$ cat config.mk
export PLATFORM = sky130hd
export DESIGN_NAME = bankers_safety_check
export DESIGN_NICKNAME = d
export VERILOG_FILES = /design/src/bsc_pkg.sv /design/src/bsc_table_mem.sv /design/src/bsc_ctrl.sv /design/src/bankers_safety_check.sv
export SDC_FILE = /design/constraint.sdc
export NUM_CORES = 2
export LEC_CHECK = 0
export BUFFER_PORTS_ARGS = -buffer_cell sky130_fd_sc_hd__buf_2
export CAP_MARGIN = 40
export CORE_ASPECT_RATIO = 0.75
export CORE_UTILIZATION = 25
export DETAILED_ROUTE_END_ITERATION = 6
export PLACE_DENSITY = 0.47
export SLEW_MARGIN = 40
export SYNTH_ARGS = -nofsm -noshare
export SYNTH_HDL_FRONTEND = slang
export SYNTH_MEMORY_MAX_BITS = 65536
export SYNTH_SLANG_ARGS = --single-unit
$ cat constraint.sdc
create_clock -name clock -period 6.2 [get_ports clock]
set_input_delay 1.24 -clock clock [delete_from_list [all_inputs] [get_ports clock]]
set_output_delay 1.24 -clock clock [all_outputs]
set_load 0.02 [all_outputs]
$ cat src/bsc_pkg.sv
// types and constants of the banker's safety check
// no dependencies
`default_nettype none

package bsc_pkg;

   localparam int UNIT_W = 16;
   localparam logic [UNIT_W-1:0] UNIT_MAX = 16'hFFFF;

   localparam logic [2:0] OP_WRITE_NEED   = 3'd0;
   localparam logic [2:0] OP_WRITE_HELD   = 3'd1;
   localparam logic [2:0] OP_WRITE_AVAIL  = 3'd2;
   localparam logic [2:0] OP_CLEAR_MARKS  = 3'd3;
   localparam logic [2:0] OP_RUN_CHECK    = 3'd4;

   localparam logic KIND_COMPLETED = 1'b0;
   localparam logic KIND_SUMMARY   = 1'b1;

   localparam logic CSR_PROCESS_COUNT  = 1'b0;
   localparam logic CSR_RESOURCE_COUNT = 1'b1;

   localparam logic [4:0] PROCESS_COUNT_RESET  = 5'd16;
   localparam logic [3:0] RESOURCE_COUNT_RESET = 4'd8;

   typedef struct packed {
      logic [2:0]        opcode;
      logic [3:0]        process_index;
      logic [2:0]        resource_index;
      logic [UNIT_W-1:0] unit_value;
   } req_type;

   typedef struct packed {
      logic       result_kind;
      logic [3:0] completed_process;
      logic       all_finished;
      logic [4:0] finished_total;
      logic       last_of_run;
   } rsp_type;

   typedef struct packed {
      logic need_we;
      logic held_we;
   } tbl_ctl_type;

   typedef enum logic [3:0] {
      ST_IDLE,
      ST_COUNT,
      ST_SCAN,
      ST_CHK_RD,
      ST_CHK_CMP,
      ST_ADD_RD,
      ST_ADD_WR,
      ST_EMIT,
      ST_SUMMARY
   } state_type;

endpackage

`default_nettype wire

$ cat src/bsc_table_mem.sv
// single-port-write, single-port-read table memory with registered read data
// depends on bsc_pkg
`default_nettype none

module bsc_table_mem
   import bsc_pkg::*;
#(
   parameter int DEPTH  = 128,
   parameter int ADDR_W = 7
) (
   input  wire logic              clock,
   input  wire logic              we,
   input  wire logic [ADDR_W-1:0] wr_addr,
   input  wire logic [UNIT_W-1:0] wr_data,
   input  wire logic [ADDR_W-1:0] rd_addr,
   output logic      [UNIT_W-1:0] rd_data
);

   logic [UNIT_W-1:0] mem_ff [DEPTH];
   logic [UNIT_W-1:0] rd_data_ff;

   always_ff @(posedge clock) begin
      if (we) begin
         mem_ff[wr_addr] <= wr_data;
      end
      rd_data_ff <= mem_ff[rd_addr];
   end

   assign rd_data = rd_data_ff;

endmodule

`default_nettype wire

$ cat src/bsc_ctrl.sv
// sequencer of the safety check: load decode, available vector, finished marks
// depends on bsc_pkg; drives the two table memories
`default_nettype none

module bsc_ctrl
   import bsc_pkg::*;
#(
   parameter int MAX_PROCESSES = 16,
   parameter int MAX_RESOURCES = 8
) (
   input  wire logic          clock,
   input  wire logic          reset,
   input  wire logic          req_valid,
   output logic               req_ready,
   input  wire req_type       req_data,
   input  wire logic [$clog2(MAX_PROCESSES+1)-1:0] proc_lim,
   input  wire logic [$clog2(MAX_RESOURCES+1)-1:0] res_lim,
   input  wire logic          slot_free,
   input  wire logic [UNIT_W-1:0] need_q,
   input  wire logic [UNIT_W-1:0] held_q,
   output tbl_ctl_type        tbl_ctl,
   output logic [((MAX_PROCESSES*MAX_RESOURCES > 1) ?
                  $clog2(MAX_PROCESSES*MAX_RESOURCES) : 1)-1:0] wr_addr,
   output logic [UNIT_W-1:0]  wr_data,
   output logic [((MAX_PROCESSES*MAX_RESOURCES > 1) ?
                  $clog2(MAX_PROCESSES*MAX_RESOURCES) : 1)-1:0] rd_addr,
   output logic               emit_valid,
   output rsp_type            emit_data
);

   localparam int CW  = $clog2(MAX_PROCESSES + 1);
   localparam int RCW = $clog2(MAX_RESOURCES + 1);
   localparam int PIW = (MAX_PROCESSES > 1) ? $clog2(MAX_PROCESSES) : 1;
   localparam int RIW = (MAX_RESOURCES > 1) ? $clog2(MAX_RESOURCES) : 1;
   localparam int AW  = (MAX_PROCESSES*MAX_RESOURCES > 1) ?
                        $clog2(MAX_PROCESSES*MAX_RESOURCES) : 1;

   state_type         state_ff, state_in;
   logic [CW-1:0]     i_ff, i_in;
   logic [RCW-1:0]    j_ff, j_in;
   logic [CW-1:0]     total_ff, total_in;
   logic              progress_ff, progress_in;
   logic [CW-1:0]     np_ff, np_in;
   logic [RCW-1:0]    nr_ff, nr_in;
   logic [UNIT_W-1:0] avail_ff [MAX_RESOURCES];
   logic              marks_ff [MAX_PROCESSES];

   logic              avail_we;
   logic [RIW-1:0]    avail_idx;
   logic [UNIT_W-1:0] avail_val;
   logic              mark_set;
   logic              marks_clear;
   logic [UNIT_W-1:0] avail_rd;
   logic              mark_rd;
   logic [UNIT_W:0]   sat_sum;
   logic              load_ok;

   assign avail_rd = avail_ff[RIW'(j_ff)];
   assign mark_rd  = marks_ff[PIW'(i_ff)];
   assign sat_sum  = {1'b0, avail_rd} + {1'b0, held_q};
   assign load_ok  = (32'(req_data.process_index) < MAX_PROCESSES) &&
                     (32'(req_data.resource_index) < MAX_RESOURCES);
   assign wr_addr  = AW'(32'(req_data.process_index) * MAX_RESOURCES +
                         32'(req_data.resource_index));
   assign wr_data  = req_data.unit_value;
   assign rd_addr  = AW'(32'(i_ff) * MAX_RESOURCES + 32'(j_ff));

   always_ff @(posedge clock) begin
      if (reset) begin
         state_ff    <= ST_IDLE;
         i_ff        <= '0;
         j_ff        <= '0;
         total_ff    <= '0;
         progress_ff <= 1'b0;
         np_ff       <= '0;
         nr_ff       <= '0;
      end else begin
         state_ff    <= state_in;
         i_ff        <= i_in;
         j_ff        <= j_in;
         total_ff    <= total_in;
         progress_ff <= progress_in;
         np_ff       <= np_in;
         nr_ff       <= nr_in;
      end
   end

   always_ff @(posedge clock) begin
      if (avail_we) begin
         avail_ff[avail_idx] <= avail_val;
      end
   end

   always_ff @(posedge clock) begin
      if (reset || marks_clear) begin
         for (int p = 0; p < MAX_PROCESSES; p++) begin
            marks_ff[p] <= 1'b0;
         end
      end else if (mark_set) begin
         marks_ff[PIW'(i_ff)] <= 1'b1;
      end
   end

   always_comb begin
      state_in    = state_ff;
      i_in        = i_ff;
      j_in        = j_ff;
      total_in    = total_ff;
      progress_in = progress_ff;
      np_in       = np_ff;
      nr_in       = nr_ff;
      req_ready   = 1'b0;
      tbl_ctl     = '0;
      avail_we    = 1'b0;
      avail_idx   = RIW'(j_ff);
      avail_val   = sat_sum[UNIT_W] ? UNIT_MAX : sat_sum[UNIT_W-1:0];
      mark_set    = 1'b0;
      marks_clear = 1'b0;
      emit_valid  = 1'b0;
      emit_data   = '0;

      case (state_ff)
         ST_IDLE: begin
            req_ready = 1'b1;
            if (req_valid) begin
               case (req_data.opcode)
                  OP_WRITE_NEED: begin
                     tbl_ctl.need_we = load_ok;
                  end
                  OP_WRITE_HELD: begin
                     tbl_ctl.held_we = load_ok;
                  end
                  OP_WRITE_AVAIL: begin
                     avail_we  = 32'(req_data.resource_index) < MAX_RESOURCES;
                     avail_idx = RIW'(req_data.resource_index);
                     avail_val = req_data.unit_value;
                  end
                  OP_CLEAR_MARKS: begin
                     marks_clear = 1'b1;
                  end
                  OP_RUN_CHECK: begin
                     np_in    = proc_lim;
                     nr_in    = res_lim;
                     i_in     = '0;
                     total_in = '0;
                     state_in = ST_COUNT;
                  end
                  default: begin
                  end
               endcase
            end
         end
         // count marks already set among the active processes
         ST_COUNT: begin
            if (i_ff == np_ff) begin
               i_in        = '0;
               progress_in = 1'b0;
               state_in    = ST_SCAN;
            end else begin
               total_in = total_ff + CW'(mark_rd);
               i_in     = i_ff + CW'(1);
            end
         end
         ST_SCAN: begin
            if (i_ff == np_ff) begin
               if (progress_ff) begin
                  i_in        = '0;
                  progress_in = 1'b0;
               end else begin
                  state_in = ST_SUMMARY;
               end
            end else if (mark_rd) begin
               i_in = i_ff + CW'(1);
            end else begin
               j_in     = '0;
               state_in = ST_CHK_RD;
            end
         end
         ST_CHK_RD: begin
            if (j_ff == nr_ff) begin
               j_in     = '0;
               state_in = ST_ADD_RD;
            end else begin
               state_in = ST_CHK_CMP;
            end
         end
         ST_CHK_CMP: begin
            if (need_q > avail_rd) begin
               i_in     = i_ff + CW'(1);
               state_in = ST_SCAN;
            end else begin
               j_in     = j_ff + RCW'(1);
               state_in = ST_CHK_RD;
            end
         end
         ST_ADD_RD: begin
            if (j_ff == nr_ff) begin
               mark_set    = 1'b1;
               total_in    = total_ff + CW'(1);
               progress_in = 1'b1;
               state_in    = ST_EMIT;
            end else begin
               state_in = ST_ADD_WR;
            end
         end
         ST_ADD_WR: begin
            avail_we = 1'b1;
            j_in     = j_ff + RCW'(1);
            state_in = ST_ADD_RD;
         end
         ST_EMIT: begin
            emit_data.result_kind       = KIND_COMPLETED;
            emit_data.completed_process = 4'(i_ff);
            emit_data.finished_total    = 5'(total_ff);
            if (slot_free) begin
               emit_valid = 1'b1;
               i_in       = i_ff + CW'(1);
               state_in   = ST_SCAN;
            end
         end
         ST_SUMMARY: begin
            emit_data.result_kind    = KIND_SUMMARY;
            emit_data.all_finished   = (total_ff == np_ff);
            emit_data.finished_total = 5'(total_ff);
            emit_data.last_of_run    = 1'b1;
            if (slot_free) begin
               emit_valid = 1'b1;
               state_in   = ST_IDLE;
            end
         end
         default: begin
            state_in = ST_IDLE;
         end
      endcase
   end

endmodule

`default_nettype wire

$ cat src/bankers_safety_check.sv
// banker's safety check: top level with count registers and result register
// depends on bsc_pkg, bsc_table_mem, bsc_ctrl
//
// req channel: one operation per transfer (load need, load held, load available,
// clear finished marks, run). Loads and clear give no result.
// rsp channel: a run gives one completion result per process that finishes, in
// pass order, then a summary result with last_of_run set.
// csr port: process_count and resource_count, written any cycle, no read-back.
// A run first counts the marks already set, then makes passes over the processes
// until a pass finishes none: each unfinished process is compared resource by
// resource, and each process that finishes adds its held units to the available
// vector one resource at a time, then gives its result; all steps are set by the
// single read port of the two table memories.
// req_ready is low from the run transfer until its summary enters the result
// register. Results go through a one-entry register: a stalled receiver holds
// the sequencer while a new result waits, and no loads are taken meanwhile.
// Reset clears the finished marks and sets the counts to 16 and 8; table and
// available entries hold nothing defined until written.
`default_nettype none

module bankers_safety_check
   import bsc_pkg::*;
#(
   parameter int MAX_PROCESSES = 16,
   parameter int MAX_RESOURCES = 8
) (
   input  wire logic       clock,
   input  wire logic       reset,
   input  wire logic       req_valid,
   output logic            req_ready,
   input  wire req_type    req_data,
   output logic            rsp_valid,
   input  wire logic       rsp_ready,
   output rsp_type         rsp_data,
   input  wire logic       csr_we,
   input  wire logic       csr_index,
   input  wire logic [4:0] csr_wdata
);

   localparam int CW    = $clog2(MAX_PROCESSES + 1);
   localparam int RCW   = $clog2(MAX_RESOURCES + 1);
   localparam int DEPTH = MAX_PROCESSES * MAX_RESOURCES;
   localparam int AW    = (DEPTH > 1) ? $clog2(DEPTH) : 1;

   logic [4:0]        process_count_ff;
   logic [3:0]        resource_count_ff;
   logic              rsp_valid_ff;
   rsp_type           rsp_data_ff;

   logic [CW-1:0]     proc_lim;
   logic [RCW-1:0]    res_lim;
   logic              slot_free;
   tbl_ctl_type       tbl_ctl;
   logic [AW-1:0]     wr_addr;
   logic [AW-1:0]     rd_addr;
   logic [UNIT_W-1:0] wr_data;
   logic [UNIT_W-1:0] need_q;
   logic [UNIT_W-1:0] held_q;
   logic              emit_valid;
   rsp_type           emit_data;

   always_ff @(posedge clock) begin
      if (reset) begin
         process_count_ff  <= PROCESS_COUNT_RESET;
         resource_count_ff <= RESOURCE_COUNT_RESET;
      end else if (csr_we) begin
         case (csr_index)
            CSR_PROCESS_COUNT:  process_count_ff  <= csr_wdata;
            CSR_RESOURCE_COUNT: resource_count_ff <= csr_wdata[3:0];
            default: begin
            end
         endcase
      end
   end

   // clamp counts to the table size
   assign proc_lim = (32'(process_count_ff) > MAX_PROCESSES) ?
                     CW'(MAX_PROCESSES) : CW'(process_count_ff);
   assign res_lim  = (32'(resource_count_ff) > MAX_RESOURCES) ?
                     RCW'(MAX_RESOURCES) : RCW'(resource_count_ff);

   assign slot_free = !rsp_valid_ff || rsp_ready;

   always_ff @(posedge clock) begin
      if (reset) begin
         rsp_valid_ff <= 1'b0;
      end else if (emit_valid) begin
         rsp_valid_ff <= 1'b1;
      end else if (rsp_ready) begin
         rsp_valid_ff <= 1'b0;
      end
   end

   always_ff @(posedge clock) begin
      if (emit_valid) begin
         rsp_data_ff <= emit_data;
      end
   end

   assign rsp_valid = rsp_valid_ff;
   assign rsp_data  = rsp_data_ff;

   bsc_table_mem #(
      .DEPTH  (DEPTH),
      .ADDR_W (AW)
   ) u_need_mem (
      .clock   (clock),
      .we      (tbl_ctl.need_we),
      .wr_addr (wr_addr),
      .wr_data (wr_data),
      .rd_addr (rd_addr),
      .rd_data (need_q)
   );

   bsc_table_mem #(
      .DEPTH  (DEPTH),
      .ADDR_W (AW)
   ) u_held_mem (
      .clock   (clock),
      .we      (tbl_ctl.held_we),
      .wr_addr (wr_addr),
      .wr_data (wr_data),
      .rd_addr (rd_addr),
      .rd_data (held_q)
   );

   bsc_ctrl #(
      .MAX_PROCESSES (MAX_PROCESSES),
      .MAX_RESOURCES (MAX_RESOURCES)
   ) u_ctrl (
      .clock      (clock),
      .reset      (reset),
      .req_valid  (req_valid),
      .req_ready  (req_ready),
      .req_data   (req_data),
      .proc_lim   (proc_lim),
      .res_lim    (res_lim),
      .slot_free  (slot_free),
      .need_q     (need_q),
      .held_q     (held_q),
      .tbl_ctl    (tbl_ctl),
      .wr_addr    (wr_addr),
      .wr_data    (wr_data),
      .rd_addr    (rd_addr),
      .emit_valid (emit_valid),
      .emit_data  (emit_data)
   );

endmodule

`default_nettype wire

Word level (Yosys, flattened, before mapping)
Memory sizes are Yosys's and may differ from the RTL's. A register that Yosys moved wholly into a read port is not among the register bits.
Index checks and enable logic that the tools add are counted.
Widths: inputs -> output; s select.
{ "classes": {"add_sub_neg": 7, "n_lt_le_gt_ge": 3, "n_eq_ne": 32, "mux": 77, "n_bitwise": 1, "n_reduce_logical": 21} }
{ "ops": {"columns": ["cell", "n"], "rows": [
  ["$mux 16", 4],
  ["$mux 4", 16],
  ["$mux 5", 11],
  ["$pmux 4 s9", 1],
  ["$mux 1", 33],
  ["$pmux 5 s5", 1],
  ["$add 16x16->17", 1],
  ["$eq 4x3->1 const B", 4],
  ["$gt 16x16->1", 1],
  ["$ne 2x2->1 const B", 8],
  ["$pmux 4 s4", 1],
  ["$mux 3", 5],
  ["$pmux 5 s3", 1],
  ["$reduce_and 7->1", 2],
  ["$add 5x1->5 const B", 2],
  ["$eq 5x5->1", 2],
  ["$ne 2x1->1 const B", 5],
  ["$reduce_and 5->1", 2],
  ["$eq 4x2->1 const B", 2],
  ["$add 7x3->7", 1],
  ["$add 7x4->7", 1],
  ["$eq 3x2->1 const B", 2],
  ["$ne 3x3->1 const B", 2],
  ["$reduce_and 3->1", 2],
  ["25 further kinds", 31]
]} }
{ "totals": {"ff_bits": 49, "mem_bits_rw": 4240, "inputBits": 37, "output_inout_bits": 14, "elab_cells": 159, "n_memories": 4} }
{ "mem_list": {"columns": ["name", "depth", "width", "read_ports", "rd_ports_with_merged_regs", "write_ports", "line", "rtl"], "rows": [
  ["u_held_mem.mem_ff", 128, 16, 1, 1, 1, "bsc_table_mem.sv:19", "logic [UNIT_W-1:0] mem_ff [DEPTH];"],
  ["u_need_mem.mem_ff", 128, 16, 1, 1, 1, "bsc_table_mem.sv:19", null],
  ["u_ctrl.avail_ff", 8, 16, 1, 1, 1, "bsc_ctrl.sv:45", "logic [UNIT_W-1:0] avail_ff [MAX_RESOURCES];"],
  ["u_ctrl.marks_ff", 16, 1, 1, 1, 16, "bsc_ctrl.sv:46", "logic marks_ff [MAX_PROCESSES];"]
]} }

Logic depth before layout (Yosys ltp)
{ "depth": {"word_depth": 9, "ltp_mapped": 14, "depth_no_buf": 11} }

Hierarchy
A second synthesis with hierarchy kept.
{ "unflattened": {"hier_cells": 6928, "area_unflattened_um2": 166897.6} }
{ "modules_own_cells": {"columns": ["mod", "instances", "cells_each", "area_per_inst_um2"], "rows": [
  ["bsc_table_mem", 2, 3086, 78522.8],
  ["bsc_ctrl", 1, 694, 9022.4],
  ["bankers_safety_check", 1, 62, 829.5]
]} }

Least setup slack after synthesis
Ideal clock, no wire load.
{ "synth_timing": {"path_kind": "register to register", "start": "register with a tool-made name", "end": "memory u_ctrl.avail_ff[0][10], data pin", "setup_ns": 0.281, "arrival_ns": 3.911, "path_slack_ns": 2.009, "path_stages_with_launch": 15, "n_path_buf": 3, "synth_period_minus_slack_ns": 4.191, "path_cell_list": "dfxtp_1 > clkbuf_1 > buf_1 > mux4_2 > mux2_2 > ha_1 > fa_1 > a211oi_1 > nor2_1 > o31ai_1 > a21oi_1 > nand3_1 > o21ai_1 > buf_2 > o22a_1"} }
{ "synth_lines": {"columns": ["element", "line"], "rows": [
  ["end, declared", "bsc_ctrl.sv:45"]
]} }

==> results.toml <==
[outcome]
outcome = "finished, final reports clean"

[route]
wl_met1_mm = 220
drtIter0Drc = 9930
highest_layer = "met5"
vias = 79300
routed_wl_mm = 467
met3WireLength_mm = 40.5
wl_per_cell_um = 27.5
viasPerCell = 4.66
first_pass_iters = 6
drc = 0
antenna_left = 0
dr_wl_met2_mm = 199

[synth]
synth.net_count = 7392
synth_top_family_by_area = "multiplexers"
ys_types = 65
synth_compound_area_frac = 0.0156
syn_inst = 7313
synth_xor_area_frac = 0.00184
synth_async_sr_flop_share = 0
synthAdderAreaFrac = 0.00319
ys.warnings.count = 0
synth_area_per_cell_um2 = 22.8
yosys-mux-area-fraction = 0.177
synth_simple_gate_area_frac = 0.0170
syn_area_um2 = 167000
synth_seq_area_share = 0.773
synth_flop_cell = "edfxtp_1"
synth_edf_count = 4235
synth_seq_cells = 4328

[timing]
tightest_slew_ps = 956
max_freq_mhz = 197
worst_slack_ps = 1120
slew_viol_final = 0
clock-skew-final_ps = 47.9
setup_viol = 0
rsz0062_at_grt = "false"
relSlewSlack = 0.356
final-hold-violation-count = 0
layout_min_cycle_time_ps = 5080
finalCritPeriodShare = 0.820
fin_tns_setup_ps = 0

[setup_path]
critical_path_class = "register to register"
crit_path_max_incr_delay_ps = 840
crit_top_cell = "buf_4"
cp.arrival_ps = 5840
end_kind = "register"
cp-start-kind = "register"
critPathSlowestCell = "dfxtp_2"
crit_required_ps = 6960
cp_max_fo = 18
critical_path.cell_chain = "buf_4 -> mux4_2 -> mux2i_1 -> inv_1 -> ha_1 -> o21ai_0 -> nor2_1 -> o31ai_1 -> a21oi_1 -> nand3_1 -> o21ai_1 -> buf_4 -> o22a_1"

[pwr]
swShare = 0.206
ir_drop_v = 0.000213
p_int_uw = 46600
power_switching_uw = 12100
p_comb_frac = 0.020
power.density_nw_per_um2 = 301
fin_total_pwr_uw = 58600
power.leakage_uw = 0.0563
p_seq_frac = 0.549
clockPowerShare = 0.431

[placement]
place.port_buffers = 50
routabilityCongestion = 0.813
place_hpwl_mm = 289
pre_cts_ws_ps = 1220

[finish]
syn_to_final_growth_pct = 16.7
seqCellArea_um2 = 129000
multiInputGateArea_um2 = 36700
nets = 7870
n_fill_cell = 64200
drive_above_1_share = 0.303

[hold_path]
hp-class = "register to register"

[grt]
grt_pass1_wl_mm = 646
overflow = 0
grt_max_degree = 130
grt_usage = 0.135
antenna_found_initial = 61
grt_pass1_vias = 78900

[cts]
ctsResizeCount = 0
tritoncts_num_sinks = 4328
clk_latency_ps = 990
ctsHoldBuffers = 0
htreeDepth = 5
cts_buffers = 404
cts_buffer_depth = 4
cts_root_buf = "clkbuf_16"
cts_setup_buffers = 0
clkTransAtPathRegs_ps = 60
cts_tree = "done"

[floorplanning]
fp.coreArea_um2 = 664000
die_area_um2 = 671000
start_util = 0.251
io_pins = 51
die_x_um = 945
die_h_um = 710
rows = 259

[run]
maxCapViolations = 0
routing by layer:
layer / global-route usage / vias up
li1: - / 32100
met1: 0.207 / 43500
met2: 0.195 / 3145
met3: 0.0333 / 499
met4: 0.0238 / 6
met5: 0 / -
critical path, delay by kind of cell (launching register included):
family / cells / cell delay, ps
AOI/OAI and AO/OA: 5 / 1650
adders and majority gates: 1 / 350
buffers and inverters: 3 / 760
DFF: 1 / 840
muxes: 2 / 890
and+or+nand+nor: 2 / 380
power groups by stage:
stage | Combinational (uW) | Clock [uW] | Sequential (uW)
final | 1160 | 25300 | 32200
after detailed placement | 1170 | 0 | 32800
after global placement | 1100 | 0 | 32800
after global routing | 1250 | 26900 | 32200
after CTS | 1170 | 25800 | 32200
after floorplan | 335 | 0 | 32800
logic make-up (layout without fill, tap and decap cells):
kind of cell,count (synthesis),count (layout)
flops,4328,4328
fa+ha+maj,42,42
xor+xnor,35,35
simple gates,627,627
mux,1470,1470
buf+inv,467,1274
other cells,0,17
compound gates,344,344
final cells by class:
cell class / instances / area share
Clock buffer: 506 / 0.0556
Antenna cell: 17 / 0.000218
Tap cell: 8874 / 0.0570
Timing Repair Buffer: 478 / 0.0227
Multi-Input combinational cell: 2518 / 0.189
Sequential cell: 4328 / 0.663
Inverter: 61 / 0.00118
Clock inverter: 229 / 0.0121
cell usage after synthesis, types with 18 or more instances:
cell         n  area share
a21oi_1     54      0.0016
a221oi_2    30      0.0027
a22oi_1    130      0.0058
buf_1       53      0.0012
buf_2      119      0.0036
buf_4       18     0.00081
clkbuf_1   212      0.0048
dfxtp_1     93       0.011
edfxtp_1  4235        0.76
ha_1        41      0.0031
inv_1       60      0.0013
mux2i_1    281       0.017
mux4_2    1188        0.16
nand2_1     54      0.0012
nand3_1    153      0.0046
nor2_1     312      0.0070
nor2b_1     21     0.00079
nor3_1      19     0.00057
o21ai_0     50      0.0015
xnor2_1     20      0.0010
final timing paths:
| check | start | end | slack [ps] | cells after the start |
|---|---|---|---|---|
| setup / recovery | register | u_ctrl.avail_ff[5][13] | 1120 | 13 |
| hold / removal | resource_count_ff[0] | resource_count_ff[0] | 470 | 2 |
| setup reg to reg | register | u_ctrl.avail_ff[5][13] | 1120 | 13 |
| hold reg to reg | resource_count_ff[0] | resource_count_ff[0] | 470 | 2 |
cell usage in the layout, fill, tap and decap left out, drive strengths merged, types with 16 or more instances in the layout:
cell type	instances
a22o	17
nor2	312
mux4	1188
buf	476
a22oi	130
o22a	16
dfxtp	93
ha	41
edfxtp	4235
clkinv	161
xnor2	20
nand2	54
o21ai	53
bufinv	43
clkbuf	508
a21oi	54
nor3	19
diode	17
mux2i	281
nand3	153
nor2b	21
inv	72
a221oi	33
registers in the layout (all words and copies together), names as in the netlist, named ones only:
signal              cells
rsp_valid               1
u_ctrl.i_ff             5
rsp_data               11
u_ctrl.avail_ff       128
process_count_ff        5
u_need_mem.rd_data     16
u_need_mem.mem_ff    2048
u_ctrl.np_ff            5
u_held_mem.rd_data     16
u_ctrl.state_ff         4
resource_count_ff       4
u_ctrl.total_ff         5
u_ctrl.progress_ff      1
u_ctrl.marks_ff        16
u_ctrl.j_ff             4
u_ctrl.nr_ff            4
u_held_mem.mem_ff    2048
through the flow:
step	cell area, um^2	instances	hold slack [ps]	utilization
after CTS	194000	17000	450	0.293
after detailed placement	181000	16300	456	0.273
after global routing	195000	17000	498	0.293
final	195000	17000	474	0.293
after floorplan	167000	7313	420	-
after global placement	181000	16200	440	0.272
(Power assumes the default switching activity.)
